$ cat src/assert_macros.svh
// Assertion macros shared by the RTL.
`ifndef ASSERT_MACROS_SVH
`define ASSERT_MACROS_SVH
`ifndef ASSERT_OFF
`define ASSERT_IMPLIES(label, clk, rstn, a, b) \
    label: assert property (@(posedge clk) disable iff (!rstn) (a) |-> (b)) \
        else $error("assertion failed");
`define ASSERT_NEXT(label, clk, rstn, a, b) \
    label: assert property (@(posedge clk) disable iff (!rstn) (a) |=> (b)) \
        else $error("assertion failed");
`else
`define ASSERT_IMPLIES(label, clk, rstn, a, b)
`define ASSERT_NEXT(label, clk, rstn, a, b)
`endif
`endif

$ cat src/flre_pkg.sv
`default_nettype none
package flre_pkg;
    typedef enum logic [1:0] {
        OP_PIXEL = 2'd0,
        OP_LINE  = 2'd1,
        OP_FILL  = 2'd2,
        OP_READ  = 2'd3
    } opcode_t;

    localparam logic [1:0] COLOR_BLACK  = 2'd0;
    localparam logic [1:0] COLOR_WHITE  = 2'd1;
    localparam logic [1:0] COLOR_INVERT = 2'd2;

    localparam logic [9:0] COUNT_MAX = 10'd1023;

    typedef struct packed {
        logic [1:0] opcode;
        logic [7:0] x_start;
        logic [7:0] y_start;
        logic [7:0] x_end;
        logic [7:0] y_end;
        logic [1:0] color;
        logic [1:0] page_index;
    } cmd_t;

    typedef struct packed {
        logic [7:0] read_byte;
        logic [9:0] pixels_touched;
    } result_t;
endpackage
`default_nettype wire

$ cat src/flre_cmd_fifo.sv
`default_nettype none
// Two-entry command queue between the front and the back end.
module flre_cmd_fifo
    import flre_pkg::*;
(
    input  wire logic aclk,
    input  wire logic aresetn,
    input  wire logic in_valid,
    output logic      in_ready,
    input  wire cmd_t in_cmd,
    output logic      out_valid,
    input  wire logic out_ready,
    output cmd_t      out_cmd
);
    cmd_t       slot_reg [2];
    logic       wptr_reg, wptr_next, rptr_reg, rptr_next;
    logic [1:0] cnt_reg, cnt_next;
    logic       push, pop;

    assign in_ready  = (cnt_reg != 2'd2);
    assign out_valid = (cnt_reg != 2'd0);
    assign out_cmd   = slot_reg[rptr_reg];
    assign push      = in_valid && in_ready;
    assign pop       = out_valid && out_ready;

    always_comb begin
        wptr_next = push ? !wptr_reg : wptr_reg;
        rptr_next = pop ? !rptr_reg : rptr_reg;
        cnt_next  = cnt_reg + {1'b0, push} - {1'b0, pop};
    end

    always_ff @(posedge aclk) begin
        if (!aresetn) begin
            wptr_reg <= 1'b0;
            rptr_reg <= 1'b0;
            cnt_reg  <= 2'd0;
        end else begin
            wptr_reg <= wptr_next;
            rptr_reg <= rptr_next;
            cnt_reg  <= cnt_next;
        end
        if (push) begin
            slot_reg[wptr_reg] <= in_cmd;
        end
    end
endmodule
`default_nettype wire

$ cat config.mk
export PLATFORM = sky130hd
export DESIGN_NAME = flre_cmd_fifo
export DESIGN_NICKNAME = d
export VERILOG_FILES = /design/src/assert_macros.svh /design/src/flre_pkg.sv /design/src/flre_cmd_fifo.sv
export SDC_FILE = /design/constraint.sdc
export NUM_CORES = 1
export LEC_CHECK = 0
export BUFFER_PORTS_ARGS = -buffer_cell sky130_fd_sc_hd__buf_2
export CAP_MARGIN = 40
export CORE_MARGIN = 4
export CORE_UTILIZATION = 48
export DETAILED_ROUTE_END_ITERATION = 8
export HOLD_SLACK_MARGIN = 0.15
export PLACE_DENSITY = 0.74
export SLEW_MARGIN = 0
export SYNTH_ARGS = -nofsm -noshare
export SYNTH_HDL_FRONTEND = slang
export SYNTH_SLANG_ARGS = --single-unit
export TNS_END_PERCENT = 50
$ cat constraint.sdc
create_clock -name aclk -period 2.5 [get_ports aclk]
set_input_delay 0.125 -clock aclk [delete_from_list [all_inputs] [get_ports aclk]]
set_output_delay 0.125 -clock aclk [all_outputs]
set_load 0.005 [all_outputs]
==> qor.csv, run 1 <==
stage,metric,value,unit
status,status,"complete, no violations",
clock_tree,Clock transition at path regs,0.07,ns
sta,Final Critical Period,1.74,ns
synth,post-synthesis register bit count,81,
floorplanning,die footprint,0.00780,mm²
synth,synth warn,0,
route,Starting DRT DRC Count,90,
grt,residual overflow from global routing,0,
synth,Post-synth EDFFs,76,
clock_tree,Clock Root Buffer,clkbuf_8,
grt,first-pass GRT wire length,8270,µm
sta,clk_skew,0.00781,ns
clock_tree,# resized after CTS,0,
sta,Max Freq,574,MHz
flow_run,maxcap violations,0,
power_and_ir_drop,maximum vdd drop,0.457,mV
layout,Final nets,323,
layout,Ant. Diodes,0,
worst_setup_path,max incr delay on CP,0.53,ns
clock_tree,postcts setup bufs,0,
hold_path,Hold Path Class,in -> reg,
clock_tree,clk sinks,81,
sta,# setup viols final,0,
synth,sequential fraction of the synthesis area,0.769,
clock_tree,CTS Buffer Depth,2,
route,DR vias,1671,
sta,slew at the pin closest to its max-slew limit,0.488,ns
grt,initial antenna violation count,0,
synth,synth unique cells,28,
sta,final max-slew violation count,0,
sta,Tcrit/Tclk final,0.697,
placed_design,number of port buffers,81,
synth,"Primary FF master, synth",edfxtp_1,
layout,area grow syn2layout,36.2,%
synth,"Async S/R FF share, synth",0,
worst_setup_path,CP Capture Type,flop,
worst_setup_path,CP Cell Sequence,"nand2b_1, and3_2, buf_12",
power_and_ir_drop,PwrDens,812,mW/mm²
worst_setup_path,maximum fanout along the worst path,20,
synth,synthesized instance count,148,
floorplanning,# rows,29,
synth,Mapped Area,0.00310,mm²
clock_tree,TritonCTS clock tree,yes,
layout,max reg flops,76,
grt,vias in the first global route,1772,
synth,syn_nets,191,
clock_tree,Worst-Skew Late Latency,0.34,ns
route,number of routed nets with antenna violations,0,
route,First-pass DRT Iterations,5,
sta,Rel. slew slack,0.675,
floorplanning,Std-Cell Core Area,0.00631,mm²
floorplanning,Starting Density,0.490,
synth,Yosys top cell by area,edfxtp_1,
worst_setup_path,required time worst endpoint,2.54,ns
floorplanning,Die W,88.3,µm
sta,Min Hold Slack,0.169,ns
route,routed length per instance,14.5,µm
placed_design,dpl hpwl,3450,µm
grt,GRT Total Usage,0.144,
sta,RSZ-0062 raised after global routing,no,
worst_setup_path,WP data arrival,1.79,ns
sta,setup TNS,0,ns
floorplanning,Die H,88.3,µm
worst_setup_path,Worst path slowest cell,and3_2,
worst_setup_path,Crit Path Category,reg -> reg,
layout,share of layout cells above drive strength 1,0.439,
clock_tree,CTS Buf Count,9,
clock_tree,H-Tree Depth,3,
route,post-DR vias/cell,4.62,
route,Routed WL,5240,µm
grt,largest net degree at the start of global routing,22,
route,# DRC,0,
synth,synth top area cells,"edfxtp_1 74%, mux2_4 9.7%, mux2_1 6.5%",
floorplanning,io pins,82,
layout,Filler Cell Count,438,
synth,top cell type's share of synthesized area,0.737,
worst_setup_path,Setup crit start kind,flop,
power_and_ir_drop,leakage dissipation,1.65,nW
placed_design,Routability Congestion,0.701,
synth,"Avg Cell Area, Syn",20.9,µm²
sta,"Hold Vio Cnt, Final",0,
[repair_timing]
| item | CTS | global route |
|---|---|---|
| hold buffers | 39 | 0 |
| endpoints found under the hold margin | 81 | 0 |
| setup endpoints to repair | 0 | 0 |
[metrics by stage]
| stage | utilization | area, µm² | std cells | power (W) | setup WS, ns |
|---|---|---|---|---|---|
| 6_report | 0.668 | 4220 | 362 | 0.00342 | 0.757 |
| 2_1_floorplan | - | 3100 | 148 | 0.00216 | 0.669 |
| 4_1_cts | 0.668 | 4220 | 362 | 0.00346 | 0.779 |
| 3_3_place_gp | 0.573 | 3610 | 307 | 0.00242 | 0.849 |
| 5_1_grt | 0.668 | 4220 | 362 | 0.00360 | 0.681 |
| 3_5_place_dp | 0.573 | 3610 | 307 | 0.00243 | 0.789 |
[final timing paths]
check / from / slack (ns) / end / cells past startpoint
min reg2reg: rptr_reg / 0.53 / rptr_reg / 2
min: in_valid / 0.17 / wptr_reg / 3
max reg2reg: cnt_reg[0] / 0.76 / slot_reg[1][29] / 3
max: cnt_reg[0] / 0.76 / slot_reg[1][29] / 3
[per-layer routing]
layer  part of all wire  global-route usage
met5                  0                   0
met4              0.017              0.0659
met3              0.065              0.0372
met2               0.50               0.244
met1               0.42               0.173
[Yosys cell counts, drive strengths merged, types with 2 or more instances]
master and number:
buf 4, and3 2, dfxtp 5, edfxtp 76, mux2 38, inv 2, o21ai 2, nor2 4
[kinds of logic (layout without fill, tap and decap cells)]
group / Yosys count / after routing / share of synthesized area
xor+xnor: 1 / 1 / 0.00283
flops: 81 / 81 / 0.769
mux: 38 / 38 / 0.162
simple gates: 15 / 15 / 0.0335
fa+ha+maj: 1 / 1 / 0.00404
compound gates: 6 / 6 / 0.0141
buf+inv: 6 / 143 / 0.0137
[area by class of cell]
cell class | count | area (µm²) | share of cell area
Sequential cell | 81 | 2380 | 0.565
Timing Repair Buffer | 125 | 846 | 0.201
Multi-Input combinational cell | 61 | 672 | 0.159
Clock buffer | 11 | 131 | 0.0312
Tap cell | 77 | 96.3 | 0.0228
Clock inverter | 5 | 80.1 | 0.0190
Inverter | 2 | 7.51 | 0.00178
[where the power goes]
group          switching, W  internal (W)  leakage [nW]
combinational      0.000329      0.000419         0.797
clock              0.000421      0.000561         0.101
sequential        0.0000479       0.00165         0.753
[worst max-delay path: cells and delay by family (launching register included)]
| family | cells | cell delay, ns |
|---|---|---|
| flops | 1 | 0.45 |
| simple gates | 2 | 0.76 |
| buf+inv | 1 | 0.23 |
[placed cells by master, fill, tap and decap left out, types with 2 or more instances in the layout]
cell type      instances
buf_2                 81
buf_4                  4
mux2_1                18
clkinv_1               2
mux2_4                20
dfxtp_1                4
edfxtp_1              76
bufinv_16              2
clkbuf_8               9
nor2_1                 4
dlygate4sd3_1         39
clkbuf_1               2
Note: power is estimated with default switching activity, not from simulation.
==> run 2, diff against run 1 <==
--- a/config.mk
+++ b/config.mk
@@ -5,13 +5,14 @@
 export SDC_FILE = /design/constraint.sdc
 export NUM_CORES = 1
 export LEC_CHECK = 0
+export ABC_AREA = 1
 export BUFFER_PORTS_ARGS = -buffer_cell sky130_fd_sc_hd__buf_2
 export CAP_MARGIN = 40
 export CORE_MARGIN = 4
-export CORE_UTILIZATION = 48
+export CORE_UTILIZATION = 47
 export DETAILED_ROUTE_END_ITERATION = 8
 export HOLD_SLACK_MARGIN = 0.15
-export PLACE_DENSITY = 0.74
+export PLACE_DENSITY = 0.75
 export SLEW_MARGIN = 0
 export SYNTH_ARGS = -nofsm -noshare
 export SYNTH_HDL_FRONTEND = slang
==> constraint.sdc (replaced) <==
create_clock -name aclk -period 1.4 [get_ports aclk]
set_input_delay 0.07 -clock aclk [delete_from_list [all_inputs] [get_ports aclk]]
set_output_delay 0.07 -clock aclk [all_outputs]
set_load 0.005 [all_outputs]
==> qor.csv, run 2 <==
stage,metric,value,unit,change
status,status,"complete, but fails checks",,
status,failing checks,setup timing,,
clock_tree,Clock Root Buffer,clkbuf_8,,
placed_design,number of port buffers,81,,unchanged
clock_tree,Clock transition at path regs,0.07,ns,about the same
route,Starting DRT DRC Count,64,,-29%
grt,residual overflow from global routing,0,,unchanged
synth,Mapped Area,0.00306,mm²,-1.2%
clock_tree,Worst-Skew Late Latency,0.34,ns,about the same
synth,"Async S/R FF share, synth",0,,unchanged
route,DR vias,1789,,+7.1%
grt,largest net degree at the start of global routing,22,,unchanged
layout,Ant. Diodes,0,,unchanged
power_and_ir_drop,leakage dissipation,1.89,nW,+14%
sta,Tcrit/Tclk final,1.06,,
floorplanning,Std-Cell Core Area,0.00635,mm²,+0.57%
floorplanning,Die H,88.7,µm,+0.40%
route,post-DR vias/cell,4.78,,+3.6%
sta,Min Hold Slack,0.336,ns,+0.167 ns
synth,synthesized instance count,154,,+4.1%
synth,Yosys top cell by area,edfxtp_1,,
synth,Post-synth EDFFs,76,,unchanged
sta,clk_skew,0.00532,ns,-0.00249 ns
clock_tree,clk sinks,81,,unchanged
grt,initial antenna violation count,0,,unchanged
worst_setup_path,Top delay family on crit path,flip-flops,,
power_and_ir_drop,maximum vdd drop,0.997,mV,+120%
layout,Final nets,338,,+4.6%
synth,post-synthesis register bit count,81,,unchanged
worst_setup_path,Crit Path Category,reg -> out,,
worst_setup_path,required time worst endpoint,1.33,ns,-1.21 ns
synth,synth top area cells,"edfxtp_1 75%, mux2_4 9.8%, mux2_2 6.6%",,
sta,"Hold Vio Cnt, Final",0,,unchanged
sta,"Worst Setup Slack, final",-0.0777,ns,-0.834 ns
synth,sequential fraction of the synthesis area,0.779,,+0.00944
clock_tree,CTS Buffer Depth,2,,unchanged
route,number of routed nets with antenna violations,0,,unchanged
synth,syn_nets,197,,+3.1%
grt,vias in the first global route,1946,,+9.8%
sta,RSZ-0062 raised after global routing,yes,,
worst_setup_path,max incr delay on CP,0.45,ns,-0.08 ns
floorplanning,Die W,88.7,µm,+0.40%
floorplanning,Starting Density,0.482,,-0.00871
power_and_ir_drop,PwrDens,1610,mW/mm²,+98%
route,routed length per instance,16.8,µm,+16%
worst_setup_path,WP data arrival,1.41,ns,-0.38 ns
sta,final max-slew violation count,0,,unchanged
sta,Final Critical Period,1.48,ns,
synth,mux cell area share after synthesis,0.164,,+0.00199
worst_setup_path,Setup crit start kind,flop,,
clock_tree,H-Tree Depth,3,,unchanged
layout,most frequent cells in the layout,"76 x edfxtp_1, 43 x buf_2, 40 x dlygate4sd3_1",,
grt,first-pass GRT wire length,9180,µm,+11%
sta,slew at the pin closest to its max-slew limit,0.174,ns,-0.314 ns
placed_design,Placement Setup Slack,-0.0604,ns,-0.850 ns
layout,Filler Cell Count,375,,-14%
synth,"Primary FF master, synth",edfxtp_1,,
route,# DRC,0,,unchanged
flow_run,maxcap violations,0,,unchanged
synth,"Avg Cell Area, Syn",19.9,µm²,-5.1%
sta,Max Freq,677,MHz,
sta,# setup viols final,39,,+39
synth,top cell type's share of synthesized area,0.746,,+0.00904
floorplanning,io pins,82,,unchanged
worst_setup_path,Worst path slowest cell,dfxtp_4,,
worst_setup_path,CP Cell Sequence,"clkbuf_16, mux2_4, buf_6",,
synth,"count leader, synth",edfxtp_1,,
sta,Rel. slew slack,0.883,,+0.209
placed_design,Routability Congestion,0.789,,+13%
layout,share of layout cells above drive strength 1,0.539,,+0.100
synth,complex-gate fraction of the synthesized area,0.00164,,-0.0125
placed_design,dpl hpwl,3600,µm,+4.4%
worst_setup_path,maximum fanout along the worst path,6,,-70%
synth,Post-synth top cells,"76 x edfxtp_1, 20 x mux2_4, 18 x mux2_2",,
route,First-pass DRT Iterations,4,,-1
worst_setup_path,CP Capture Type,primary output,,
synth,largest family of logic cells by synthesized area,multiplexers,,
synth,post-synthesis simple-gate area fraction,0.0270,,-0.00654
clock_tree,CTS Buf Count,9,,unchanged
synth,Synth Area in Adders,0.00409,,+0.0000496
floorplanning,# rows,29,,unchanged
floorplanning,die footprint,0.00786,mm²,+0.81%
layout,area grow syn2layout,54.4,%,
grt,GRT Total Usage,0.162,,+0.0183
hold_path,Hold Path Class,in -> reg,,
synth,synth unique cells,14,,-50%
synth,synth warn,0,,unchanged
worst_setup_path,R2R setup slack,-0.02,ns,-0.78 ns
layout,"leading cell type in the layout, fill and taps excluded",edfxtp_1,,
layout,max reg flops,76,,unchanged
clock_tree,TritonCTS clock tree,yes,,
route,Routed WL,6270,µm,+20%
synth,xor and xnor fraction of the mapped netlist area,0.00286,,+0.0000347
worst_setup_path,WP buf/inv,2,,+1
-- run 2: cell types whose count changed after synthesis, sizes merged, moves of 2 or more --
cell / change
nand2: +11
inv: +5
nor2: +5
and3: -2
o21ai: -2
-- run 2: repair_timing --
item | CTS | global route
pin swaps | 0 | 7
resized for setup | 42 | 29
hold buffers | 40 | 0
cloned | 1 | 2
endpoints found under the hold margin | 81 | 0
setup endpoints to repair | 39 | 39
buffers inserted | 0 | 3
-- run 2: layer usage --
metal | vias to the layer above | GRT usage | part of all wire
li1 | 856 | - | -
met1 | 870 | 0.167 | 0.36
met5 | - | 0 | 0
met3 | 15 | 0.0484 | 0.044
met2 | 48 | 0.295 | 0.58
met4 | 0 | 0.0838 | 0.022
-- run 2: path summary, 6_finish.rpt --
| kind | start | to | cells past startpoint |
|---|---|---|---|
| max reg2reg | cnt_reg[1] | cnt_reg[1] | 9 |
| max | flop | out_cmd[14] | 3 |
| min | out_ready | cnt_reg[1] | 7 |
| min reg2reg | rptr_reg | rptr_reg | 2 |
-- run 2: area by class of cell --
cell class	count	area [µm²]	share of cell area
sequential	81	2390	0.507
timing repair buffer	134	1270	0.269
multi-input combinational	62	763	0.162
clock buffer	9	124	0.0262
tap	77	96.3	0.0204
clock inverter	4	47.5	0.0101
inverter	7	26.3	0.00556
-- run 2: stage by stage --
| step | TNS (ns) | util | total power, W | cell area (µm²) | cells |
|---|---|---|---|---|---|
| global route | -4.13 | 0.744 | 0.00798 | 4720 | 374 |
| finish | -2.08 | 0.744 | 0.00760 | 4720 | 374 |
| CTS | -2.07 | 0.709 | 0.00719 | 4500 | 369 |
| detailed placement | -0.0604 | 0.580 | 0.00510 | 3680 | 315 |
| global placement | 0 | 0.580 | 0.00504 | 3680 | 315 |
| floorplan | -8.05 | - | 0.00433 | 3090 | 154 |
-- run 2: logic make-up after synthesis --
logic type	Yosys count
flops	81
mux	38
simple gates	21
buf+inv	11
compound gates	1
xor+xnor	1
fa+ha+maj	1
-- run 2: where the power goes --
part	switching (W)	internal (W)
sequential	0.000173	0.00310
clock	0.000740	0.000787
combinational	0.00107	0.00174
-- run 2: tightest hold or removal path: cells and delay by family --
| kind | cells | cell delay [ns] |
|---|---|---|
| buffers and inverters | 3 | 0.33 |
| and+or+nand+nor | 4 | 0.24 |
