==> src/assert_macros.svh <==
// Assertion macros shared by the RTL.
`ifndef ASSERT_MACROS_SVH
`define ASSERT_MACROS_SVH
`ifndef ASSERT_OFF
`define ASSERT_IMPLIES(label, clk, rstn, a, b) \
    label: assert property (@(posedge clk) disable iff (!rstn) (a) |-> (b)) \
        else $error("assertion failed");
`define ASSERT_NEXT(label, clk, rstn, a, b) \
    label: assert property (@(posedge clk) disable iff (!rstn) (a) |=> (b)) \
        else $error("assertion failed");
`else
`define ASSERT_IMPLIES(label, clk, rstn, a, b)
`define ASSERT_NEXT(label, clk, rstn, a, b)
`endif
`endif

==> src/flre_pkg.sv <==
`default_nettype none
package flre_pkg;
    typedef enum logic [1:0] {
        OP_PIXEL = 2'd0,
        OP_LINE  = 2'd1,
        OP_FILL  = 2'd2,
        OP_READ  = 2'd3
    } opcode_t;

    localparam logic [1:0] COLOR_BLACK  = 2'd0;
    localparam logic [1:0] COLOR_WHITE  = 2'd1;
    localparam logic [1:0] COLOR_INVERT = 2'd2;

    localparam logic [9:0] COUNT_MAX = 10'd1023;

    typedef struct packed {
        logic [1:0] opcode;
        logic [7:0] x_start;
        logic [7:0] y_start;
        logic [7:0] x_end;
        logic [7:0] y_end;
        logic [1:0] color;
        logic [1:0] page_index;
    } cmd_t;

    typedef struct packed {
        logic [7:0] read_byte;
        logic [9:0] pixels_touched;
    } result_t;
endpackage
`default_nettype wire

==> src/flre_ram.sv <==
`default_nettype none
module flre_ram #(
    parameter int WIDTH = 8,
    parameter int DEPTH = 512
) (
    input  wire logic                     aclk,
    input  wire logic                     we,
    input  wire logic [$clog2(DEPTH)-1:0] waddr,
    input  wire logic [WIDTH-1:0]         wdata,
    input  wire logic [$clog2(DEPTH)-1:0] raddr,
    output logic      [WIDTH-1:0]         rdata
);
    logic [WIDTH-1:0] mem [DEPTH];

    always_ff @(posedge aclk) begin
        if (we) begin
            mem[waddr] <= wdata;
        end
        rdata <= mem[raddr];
    end
endmodule
`default_nettype wire

==> src/flre_exec.sv <==
`default_nettype none
// Back end: clears the store after reset, then executes one command at a time.
// Each pixel or fill byte: read, wait, write states in turn; a byte read only reads.
module flre_exec
    import flre_pkg::*;
#(
    parameter int SCREEN_WIDTH  = 128,
    parameter int SCREEN_HEIGHT = 32
) (
    input  wire logic    aclk,
    input  wire logic    aresetn,
    input  wire logic    cmd_valid,
    output logic         cmd_ready,
    input  wire cmd_t    cmd,
    output logic         m_valid,
    input  wire logic    m_ready,
    output result_t      m_data,
    output logic         busy
);
    localparam int PAGES = (SCREEN_HEIGHT + 7) / 8;
    localparam int DEPTH = PAGES * SCREEN_WIDTH;
    localparam int AW    = $clog2(DEPTH);
    localparam int XW    = $clog2(SCREEN_WIDTH);
    localparam int CW    = $clog2(DEPTH + 1);

    typedef enum logic [6:0] {
        ST_CLEAR = 7'b0000001,
        ST_IDLE  = 7'b0000010,
        ST_PREP  = 7'b0000100,
        ST_RD    = 7'b0001000,
        ST_WAIT  = 7'b0010000,
        ST_WR    = 7'b0100000,
        ST_OUT   = 7'b1000000
    } state_t;

    state_t           state_reg, state_next;
    cmd_t             cmd_reg, cmd_next;
    logic [CW-1:0]    addr_reg, addr_next;
    logic signed [9:0] x_reg, x_next, y_reg, y_next;
    logic signed [9:0] dx_reg, dx_next, dy_reg, dy_next, err_reg, err_next;
    logic [9:0]       cnt_reg, cnt_next;
    logic             last_reg, last_next;
    logic             on_reg, on_next;
    logic [AW-1:0]    pix_addr_reg, pix_addr_next;
    logic [7:0]       mask_reg, mask_next;
    result_t          res_reg, res_next;
    logic             mv_reg, mv_next;

    logic             we;
    logic [AW-1:0]    waddr, raddr;
    logic [7:0]       wdata, rdata;

    flre_ram #(.WIDTH(8), .DEPTH(DEPTH)) u_ram (
        .aclk(aclk), .we(we), .waddr(waddr), .wdata(wdata),
        .raddr(raddr), .rdata(rdata)
    );

    assign m_valid   = mv_reg;
    assign m_data    = res_reg;
    assign cmd_ready = (state_reg == ST_IDLE) && !mv_reg;
    assign busy      = (state_reg != ST_IDLE);

    // pixel address and on-screen test for the current point
    logic        cur_on;
    logic [AW-1:0] cur_addr;
    logic signed [10:0] e2;
    always_comb begin
        cur_on = (x_reg >= 0) && (y_reg >= 0) && (x_reg < 10'(SCREEN_WIDTH))
                 && (y_reg < 10'(SCREEN_HEIGHT)) && (cmd_reg.color != 2'd3);
        cur_addr = AW'(({22'd0, y_reg[9:3]} * SCREEN_WIDTH) + {22'd0, x_reg[XW-1:0]});
        e2 = {err_reg, 1'b0};
    end

    always_comb begin
        state_next    = state_reg;
        cmd_next      = cmd_reg;
        addr_next     = addr_reg;
        x_next        = x_reg;
        y_next        = y_reg;
        dx_next       = dx_reg;
        dy_next       = dy_reg;
        err_next      = err_reg;
        cnt_next      = cnt_reg;
        last_next     = last_reg;
        on_next       = on_reg;
        pix_addr_next = pix_addr_reg;
        mask_next     = mask_reg;
        res_next      = res_reg;
        mv_next       = mv_reg && !m_ready;
        we            = 1'b0;
        waddr         = pix_addr_reg;
        wdata         = rdata;
        raddr         = pix_addr_reg;
        case (state_reg)
            ST_CLEAR: begin
                we    = 1'b1;
                waddr = addr_reg[AW-1:0];
                wdata = 8'h00;
                addr_next = addr_reg + 1'b1;
                if (addr_reg == CW'(DEPTH - 1)) begin
                    state_next = ST_IDLE;
                end
            end
            ST_IDLE: begin
                if (cmd_valid && cmd_ready) begin
                    cmd_next  = cmd;
                    x_next    = 10'(cmd.x_start);
                    y_next    = 10'(cmd.y_start);
                    cnt_next  = 10'd0;
                    addr_next = '0;
                    state_next = ST_PREP;
                end
            end
            ST_PREP: begin
                // line setup: deltas and initial error; a byte read also gets its address
                dx_next  = (cmd_reg.x_end > cmd_reg.x_start) ?
                           10'(cmd_reg.x_end - cmd_reg.x_start) :
                           10'(cmd_reg.x_start - cmd_reg.x_end);
                dy_next  = (cmd_reg.y_end > cmd_reg.y_start) ?
                           -10'(cmd_reg.y_end - cmd_reg.y_start) :
                           -10'(cmd_reg.y_start - cmd_reg.y_end);
                err_next = dx_next + dy_next;
                case (cmd_reg.opcode)
                    OP_READ: begin
                        state_next = ST_WAIT;
                        on_next = ({30'd0, cmd_reg.page_index} < 32'(PAGES)) &&
                                  (cmd_reg.x_start < 8'(SCREEN_WIDTH - 1) ||
                                   {1'b0, cmd_reg.x_start} == 9'(SCREEN_WIDTH - 1));
                        pix_addr_next = AW'(({22'd0, cmd_reg.page_index} * SCREEN_WIDTH)
                                        + {24'd0, cmd_reg.x_start});
                    end
                    default: state_next = ST_RD;
                endcase
            end
            ST_RD: begin
                // latch the point, step the walker or fill address; ST_WAIT issues the read
                if (cmd_reg.opcode == OP_FILL) begin
                    pix_addr_next = addr_reg[AW-1:0];
                    on_next   = 1'b1;
                    last_next = (addr_reg == CW'(DEPTH - 1));
                    addr_next = addr_reg + 1'b1;
                end else begin
                    pix_addr_next = cur_addr;
                    mask_next = 8'(1) << y_reg[2:0];
                    on_next   = cur_on;
                    last_next = (cmd_reg.opcode == OP_PIXEL) ||
                                (x_reg == 10'(cmd_reg.x_end) && y_reg == 10'(cmd_reg.y_end));
                    if (e2 >= 11'(dy_reg)) begin
                        x_next = (cmd_reg.x_start < cmd_reg.x_end) ? x_reg + 10'sd1
                                                                   : x_reg - 10'sd1;
                    end
                    err_next = err_reg + ((e2 >= 11'(dy_reg)) ? dy_reg : 10'sd0)
                                       + ((e2 <= 11'(dx_reg)) ? dx_reg : 10'sd0);
                    if (e2 <= 11'(dx_reg)) begin
                        y_next = (cmd_reg.y_start < cmd_reg.y_end) ? y_reg + 10'sd1
                                                                   : y_reg - 10'sd1;
                    end
                end
                state_next = ST_WAIT;
            end
            ST_WAIT: begin
                raddr = pix_addr_reg;
                state_next = (cmd_reg.opcode == OP_READ) ? ST_OUT : ST_WR;
            end
            ST_WR: begin
                if (on_reg) begin
                    we = 1'b1;
                    if (cmd_reg.opcode == OP_FILL) begin
                        case (cmd_reg.color)
                            COLOR_WHITE:  wdata = 8'hFF;
                            COLOR_INVERT: wdata = ~rdata;
                            default:      wdata = 8'h00;
                        endcase
                    end else begin
                        case (cmd_reg.color)
                            COLOR_BLACK: wdata = rdata & ~mask_reg;
                            COLOR_WHITE: wdata = rdata | mask_reg;
                            default:     wdata = rdata ^ mask_reg;
                        endcase
                    end
                    cnt_next = (cnt_reg == COUNT_MAX) ? cnt_reg : cnt_reg + 10'd1;
                end
                state_next = last_reg ? ST_OUT : ST_RD;
            end
            ST_OUT: begin
                if (!mv_reg) begin
                    res_next.read_byte =
                        (cmd_reg.opcode == OP_READ && on_reg) ? rdata : 8'h00;
                    res_next.pixels_touched = cnt_reg;
                    mv_next    = 1'b1;
                    state_next = ST_IDLE;
                end
            end
            default: state_next = ST_IDLE;
        endcase
    end

    always_ff @(posedge aclk) begin
        if (!aresetn) begin
            state_reg <= ST_CLEAR;
            addr_reg  <= '0;
            mv_reg    <= 1'b0;
        end else begin
            state_reg <= state_next;
            addr_reg  <= addr_next;
            mv_reg    <= mv_next;
        end
        cmd_reg      <= cmd_next;
        x_reg        <= x_next;
        y_reg        <= y_next;
        dx_reg       <= dx_next;
        dy_reg       <= dy_next;
        err_reg      <= err_next;
        cnt_reg      <= cnt_next;
        last_reg     <= last_next;
        on_reg       <= on_next;
        pix_addr_reg <= pix_addr_next;
        mask_reg     <= mask_next;
        res_reg      <= res_next;
    end
endmodule
`default_nettype wire

==> config.mk <==
export PLATFORM = sky130hd
export DESIGN_NAME = flre_exec
export DESIGN_NICKNAME = d
export VERILOG_FILES = /design/src/assert_macros.svh /design/src/flre_pkg.sv /design/src/flre_ram.sv /design/src/flre_exec.sv
export SDC_FILE = /design/constraint.sdc
export NUM_CORES = 2
export LEC_CHECK = 0
export BUFFER_PORTS_ARGS = -buffer_cell sky130_fd_sc_hd__buf_2
export CAP_MARGIN = 40
export CORE_MARGIN = 2
export CORE_UTILIZATION = 50
export DETAILED_ROUTE_END_ITERATION = 12
export PLACE_DENSITY = 0.65
export SKIP_LAST_GASP = 1
export SYNTH_ARGS = -nofsm -noshare
export SYNTH_HDL_FRONTEND = slang
export SYNTH_SLANG_ARGS = --single-unit
==> constraint.sdc <==
create_clock -name aclk -period 66.4 [get_ports aclk]
set_input_delay 0 -clock aclk [delete_from_list [all_inputs] [get_ports aclk]]
set_output_delay 0 -clock aclk [all_outputs]
set_load 0.05 [all_outputs]
==> results.md <==
- Yosys attributes the largest share of cell area to sky130_fd_sc_hd__edfxtp_1 (75%), sky130_fd_sc_hd__mux4_2 (18%), sky130_fd_sc_hd__nor2_1 (1.3%).
- Of the available clock period, the critical path in the final layout requires around a tenth.
- The startpoint type of the worst setup path is a flop.
- The number of library cell types mapped by synthesis is 68.
- The most common cell after layout, fill and taps aside is sky130_fd_sc_hd__edfxtp_1.
- The slowest stage of the critical path belongs to the cell sky130_fd_sc_hd__buf_4.
- In the final timing run, aggregate negative setup slack is 0 ns.
- The number of synthesis warnings is 0.
- The setup path with the least slack is of type flop to flop.
- The leading register cell type out of synthesis is sky130_fd_sc_hd__edfxtp_1.
- The routed length per instance is 30.5 µm.
- In the global route stage, met1 resource usage came out at 34.1%.
- When the netlist entered floorplanning its net count stood at a little under 8,000.
- The number of cells traversed by the worst register-to-register path is 13.
- The first-pass GRT wire length is ~580 mm.
- The effective utilization at floorplan is 50.2%.
- After filler insertion, the fill cell instance count of the layout stands at 23,984.
- met2 is the most crowded layer.
- After clock tree synthesis, the clock-pin slew on the worst setup and hold paths is roughly 0.060 ns.
- Buffers added to address setup during post-CTS repair amount to 0.
- The initial antenna violation count is 7.
- The placed wire-length estimate is 239 mm.
- The total global routing overflow is 0.
- For the final database, setup skew stands at about 0.052 ns.
- The number of clock sinks is ~4,300.
- The hold buffer count at CTS is 81.
- The number of placed cells counting well taps is between 10,000 and 15,000.
- In this run the vertical extent of the chip is 585 µm.
- The destination of the worst hold path is addr_reg[9]$_SDFFE_PN0P_.
- Gates resized during post-CTS repair numbered 0.
- The flow ran to the end, and the final reports show no timing, DRC or antenna violations.
- Walking the worst path, the cells encountered are buf_4 -> buf_4 -> buf_4 -> buf_12 -> buf_12 -> buf_12 -> mux4_2 -> mux4_2 -> mux2i_1 -> a32oi_1 -> nand2_1 -> a311oi_1 -> or4_1.
- The leakage power is slightly above 60 nW.
- VDD sags by at most roughly 0.000021 V.
- The sequential area share after synthesis is roughly three quarters.
- The tool flagged a number of max-cap violations equal to 0.
- The top-area cell type share of the netlist area is about three quarters.
- The floorplan has between 200 and 250 rows.
- In this run the critical register-to-register path is captured at u_ram.rdata[6]$_DFF_P_.
- The transition time at the pin with the least slew margin is between 1 and 1.5 ns.
- The startpoint identified for the worst hold timing path is aresetn.
- The clock tree from TritonCTS is built.
- Summed over all layers, the routed wires come to slightly below 400 mm.
- In the global route stage, met3 resource usage came out at between 4 and 5%.
- The count of buffers from port buffering is 62.
- For this design the ratio of total power to cell area is between 20 and 30 nW/µm².
- The launch instance of the worst register-to-register path is pix_addr_reg[1]$_DFFE_PP_.
- Relative to the synthesized area, the layout overhead comes to 13.4%.
- The final route contains 80,634 vias.
- The final max-slew violation count is 0.
- The standard cell core area is 336,000 µm².
- The largest single stage delay on the critical path is ~0.68 ns.
- The final estimated routing congestion in global placement is a little over 0.8.
- In the layout the commonest cells are sky130_fd_sc_hd__edfxtp_1 (4,230), sky130_fd_sc_hd__mux4_2 (1,328), sky130_fd_sc_hd__nor2_1 (600).
- The clock tree buffer depth is 4.
- The root buffer selected by CTS is sky130_fd_sc_hd__clkbuf_16.
- Setup repair after global routing left no endpoint under its margin.
- The later pin in the worst-skew pair is clocked with a latency of a little under 1 ns.
- The post-layout net count is 8,312.
- Before antenna repair, the detailed router went through 7 iterations.
- Of the cells placed in the final design, the portion with a size suffix greater than 1 is about 28%.
- The count of nets left with antenna violations once routing finished came out at 0.
- The critical-path maximum fanout is approximately 120.
- The global-route usage over all layers is 23.2%.
- The cell taking the most area after synthesis is sky130_fd_sc_hd__edfxtp_1.
- The worst pin sits at a relative slew slack of less than 1%.
- The final count of hold timing violations is 0.
- In the synthesized netlist, the number of instances is about 7,700.
- Derived from the worst setup path, the maximum achievable clock frequency is 149 MHz.
- Entering global routing, the biggest net connects 218 pins.
- The mean number of vias per cell is ~6.2.
- After synthesis the netlist holds a flip-flop and latch count of approximately 4,300.
- Buffers inserted during clock tree synthesis total between 400 and 500.
- The via count of the first global-routing pass was between 80,000 and 90,000.
- The routing usage on met2 is roughly 36%.
- The flip-flop count of the largest register after layout is a little over 4,000.
- In the routed design, unresolved DRC markers number 0.
- In the synthesized netlist the async set-or-reset flop fraction comes to 0%.
- The worst hold path belongs to the class input pin to flop.
- After the first detailed-routing iteration, the DRC count stood at roughly 9,700.
- The setup check on the worst reg-to-reg path leaves a slack of approximately 60 ns.
- The count of H-tree levels built during CTS is 5.
- The arrival time of data at the critical path endpoint is about 7.6 ns.
- The horizontal die dimension is a little under 600 µm.
- The synthesized netlist occupies a cell area of approximately 170,000 µm².
- The smallest clock period supported by the final layout is computed as ~6.7 ns.
- The die area is between 300,000 and 400,000 µm².
- Excluding fillers, the count of instances in the completed layout stands at around 13,000.
- The number of enable flip-flop cells after synthesis is between 4,000 and 5,000.
- The required arrival time at the worst endpoint is 67.23 ns.
- Counting instances, the worst hold path has a depth of 4.
- The count of endpoints failing setup in the final report is 0.
- The kind of capture point of the worst setup path is a flop.
- Averaged over all synthesized cells, the footprint is 22.0 µm².
- The count of pins on the block boundary is between 60 and 70.
## metal layers
layer / vias up / wire, µm
met4: 0 / 9730
met5: - / 0
li1: 33018 / -
met1: 43285 / 163000
met2: 3781 / 190000
met3: 550 / 34100
## logic make-up (layout without fill, tap and decap cells)
family	Yosys count	count (layout)	share of synthesized area [%]
multiplexers	1359	1359	17.9
AND/OR/NAND/NOR	987	987	2.47
XOR/XNOR	89	89	0.462
AO/OA/AOI/OAI	299	299	1.16
other	0	5	0
adder cells (fa/ha/maj)	127	127	1.02
flip-flops	4256	4256	75.6
buffers and inverters	547	1383	1.33
## worst max-delay path by stage
stage	from	to	slack, ns	cells past startpoint
3_5_place_dp	pix_addr_reg[1]$_DFFE_PP_	u_ram.rdata[5]$_DFF_P_	59.80	12
2_1_floorplan	state_reg[6]$_SDFFE_PN0P_	u_ram.mem[0][0]$_DFFE_PP_	40.81	7
6_report	pix_addr_reg[1]$_DFFE_PP_	u_ram.rdata[6]$_DFF_P_	59.68	13
4_1_cts	pix_addr_reg[1]$_DFFE_PP_	u_ram.rdata[5]$_DFF_P_	59.72	12
3_3_place_gp	pix_addr_reg[1]$_DFFE_PP_	u_ram.rdata[4]$_DFF_P_	59.13	11
5_1_grt	pix_addr_reg[0]$_DFFE_PP_	u_ram.rdata[0]$_DFF_P_	59.52	12
## critical path, delay by kind of cell, from the launching register on
kind,cells,cell delay [ns]
and+or+nand+nor,2,0.82
DFF,1,0.42
AOI/OAI and AO/OA,2,0.35
muxes,3,1.37
buffers and inverters,6,3.21
## power by group
group / switching [mW] / leakage (nW) / total (mW) / internal [mW]
sequential: 0.00291 / 39.1 / 2.99 / 2.99
combinational: 0.118 / 15.2 / 0.141 / 0.0237
clock: 1.01 / 6.74 / 2.39 / 1.39
## layout make-up
cell class / instances / area, µm² / area share (%)
Multi-Input combinational cell: 2861 / 39100 / 20.5
Tap cell: 4515 / 5650 / 2.95
Sequential cell: 4256 / 128000 / 66.7
Timing Repair Buffer: 487 / 4640 / 2.42
Clock buffer: 495 / 10900 / 5.70
Antenna cell: 5 / 12.5 / 0.00654
Clock inverter: 284 / 2950 / 1.54
Inverter: 117 / 444 / 0.232
## per-stage QoR
step                setup WS, ns  area, µm²  utilization, %  power, mW  hold WS, ns
finish                     59.68     191000            56.9       5.53       0.0948
global route               59.52     191000            56.9       5.67       0.0816
detailed placement         59.80     176000            52.5       3.19        0.178
global placement           59.13     174000            51.8       3.18        0.180
floorplan                  40.81     169000               -       3.21       0.0954
CTS                        59.72     191000            56.9       5.56       0.0132
## synth_stat cells (9+ instances only)
library cell	count
sky130_fd_sc_hd__a221oi_1	9
sky130_fd_sc_hd__and3_1	11
sky130_fd_sc_hd__mux4_2	1328
sky130_fd_sc_hd__inv_1	115
sky130_fd_sc_hd__xor2_1	41
sky130_fd_sc_hd__ha_1	110
sky130_fd_sc_hd__a21o_1	24
sky130_fd_sc_hd__xnor2_1	48
sky130_fd_sc_hd__mux2i_1	25
sky130_fd_sc_hd__nor2b_1	19
sky130_fd_sc_hd__nand2_1	183
sky130_fd_sc_hd__a31oi_1	9
sky130_fd_sc_hd__buf_1	44
sky130_fd_sc_hd__nor3_1	29
sky130_fd_sc_hd__clkbuf_1	248
sky130_fd_sc_hd__fa_1	17
sky130_fd_sc_hd__nand3b_1	12
sky130_fd_sc_hd__edfxtp_1	4230
sky130_fd_sc_hd__nand2b_1	22
sky130_fd_sc_hd__a21oi_1	68
sky130_fd_sc_hd__o21ai_0	78
sky130_fd_sc_hd__buf_2	131
sky130_fd_sc_hd__a22oi_1	9
sky130_fd_sc_hd__nor2_1	601
sky130_fd_sc_hd__nand3_1	54
sky130_fd_sc_hd__dfxtp_1	26
sky130_fd_sc_hd__o21bai_1	11
sky130_fd_sc_hd__and2_1	15
sky130_fd_sc_hd__a22o_1	18
No activity file was read; power rests on OpenSTA's default activity.
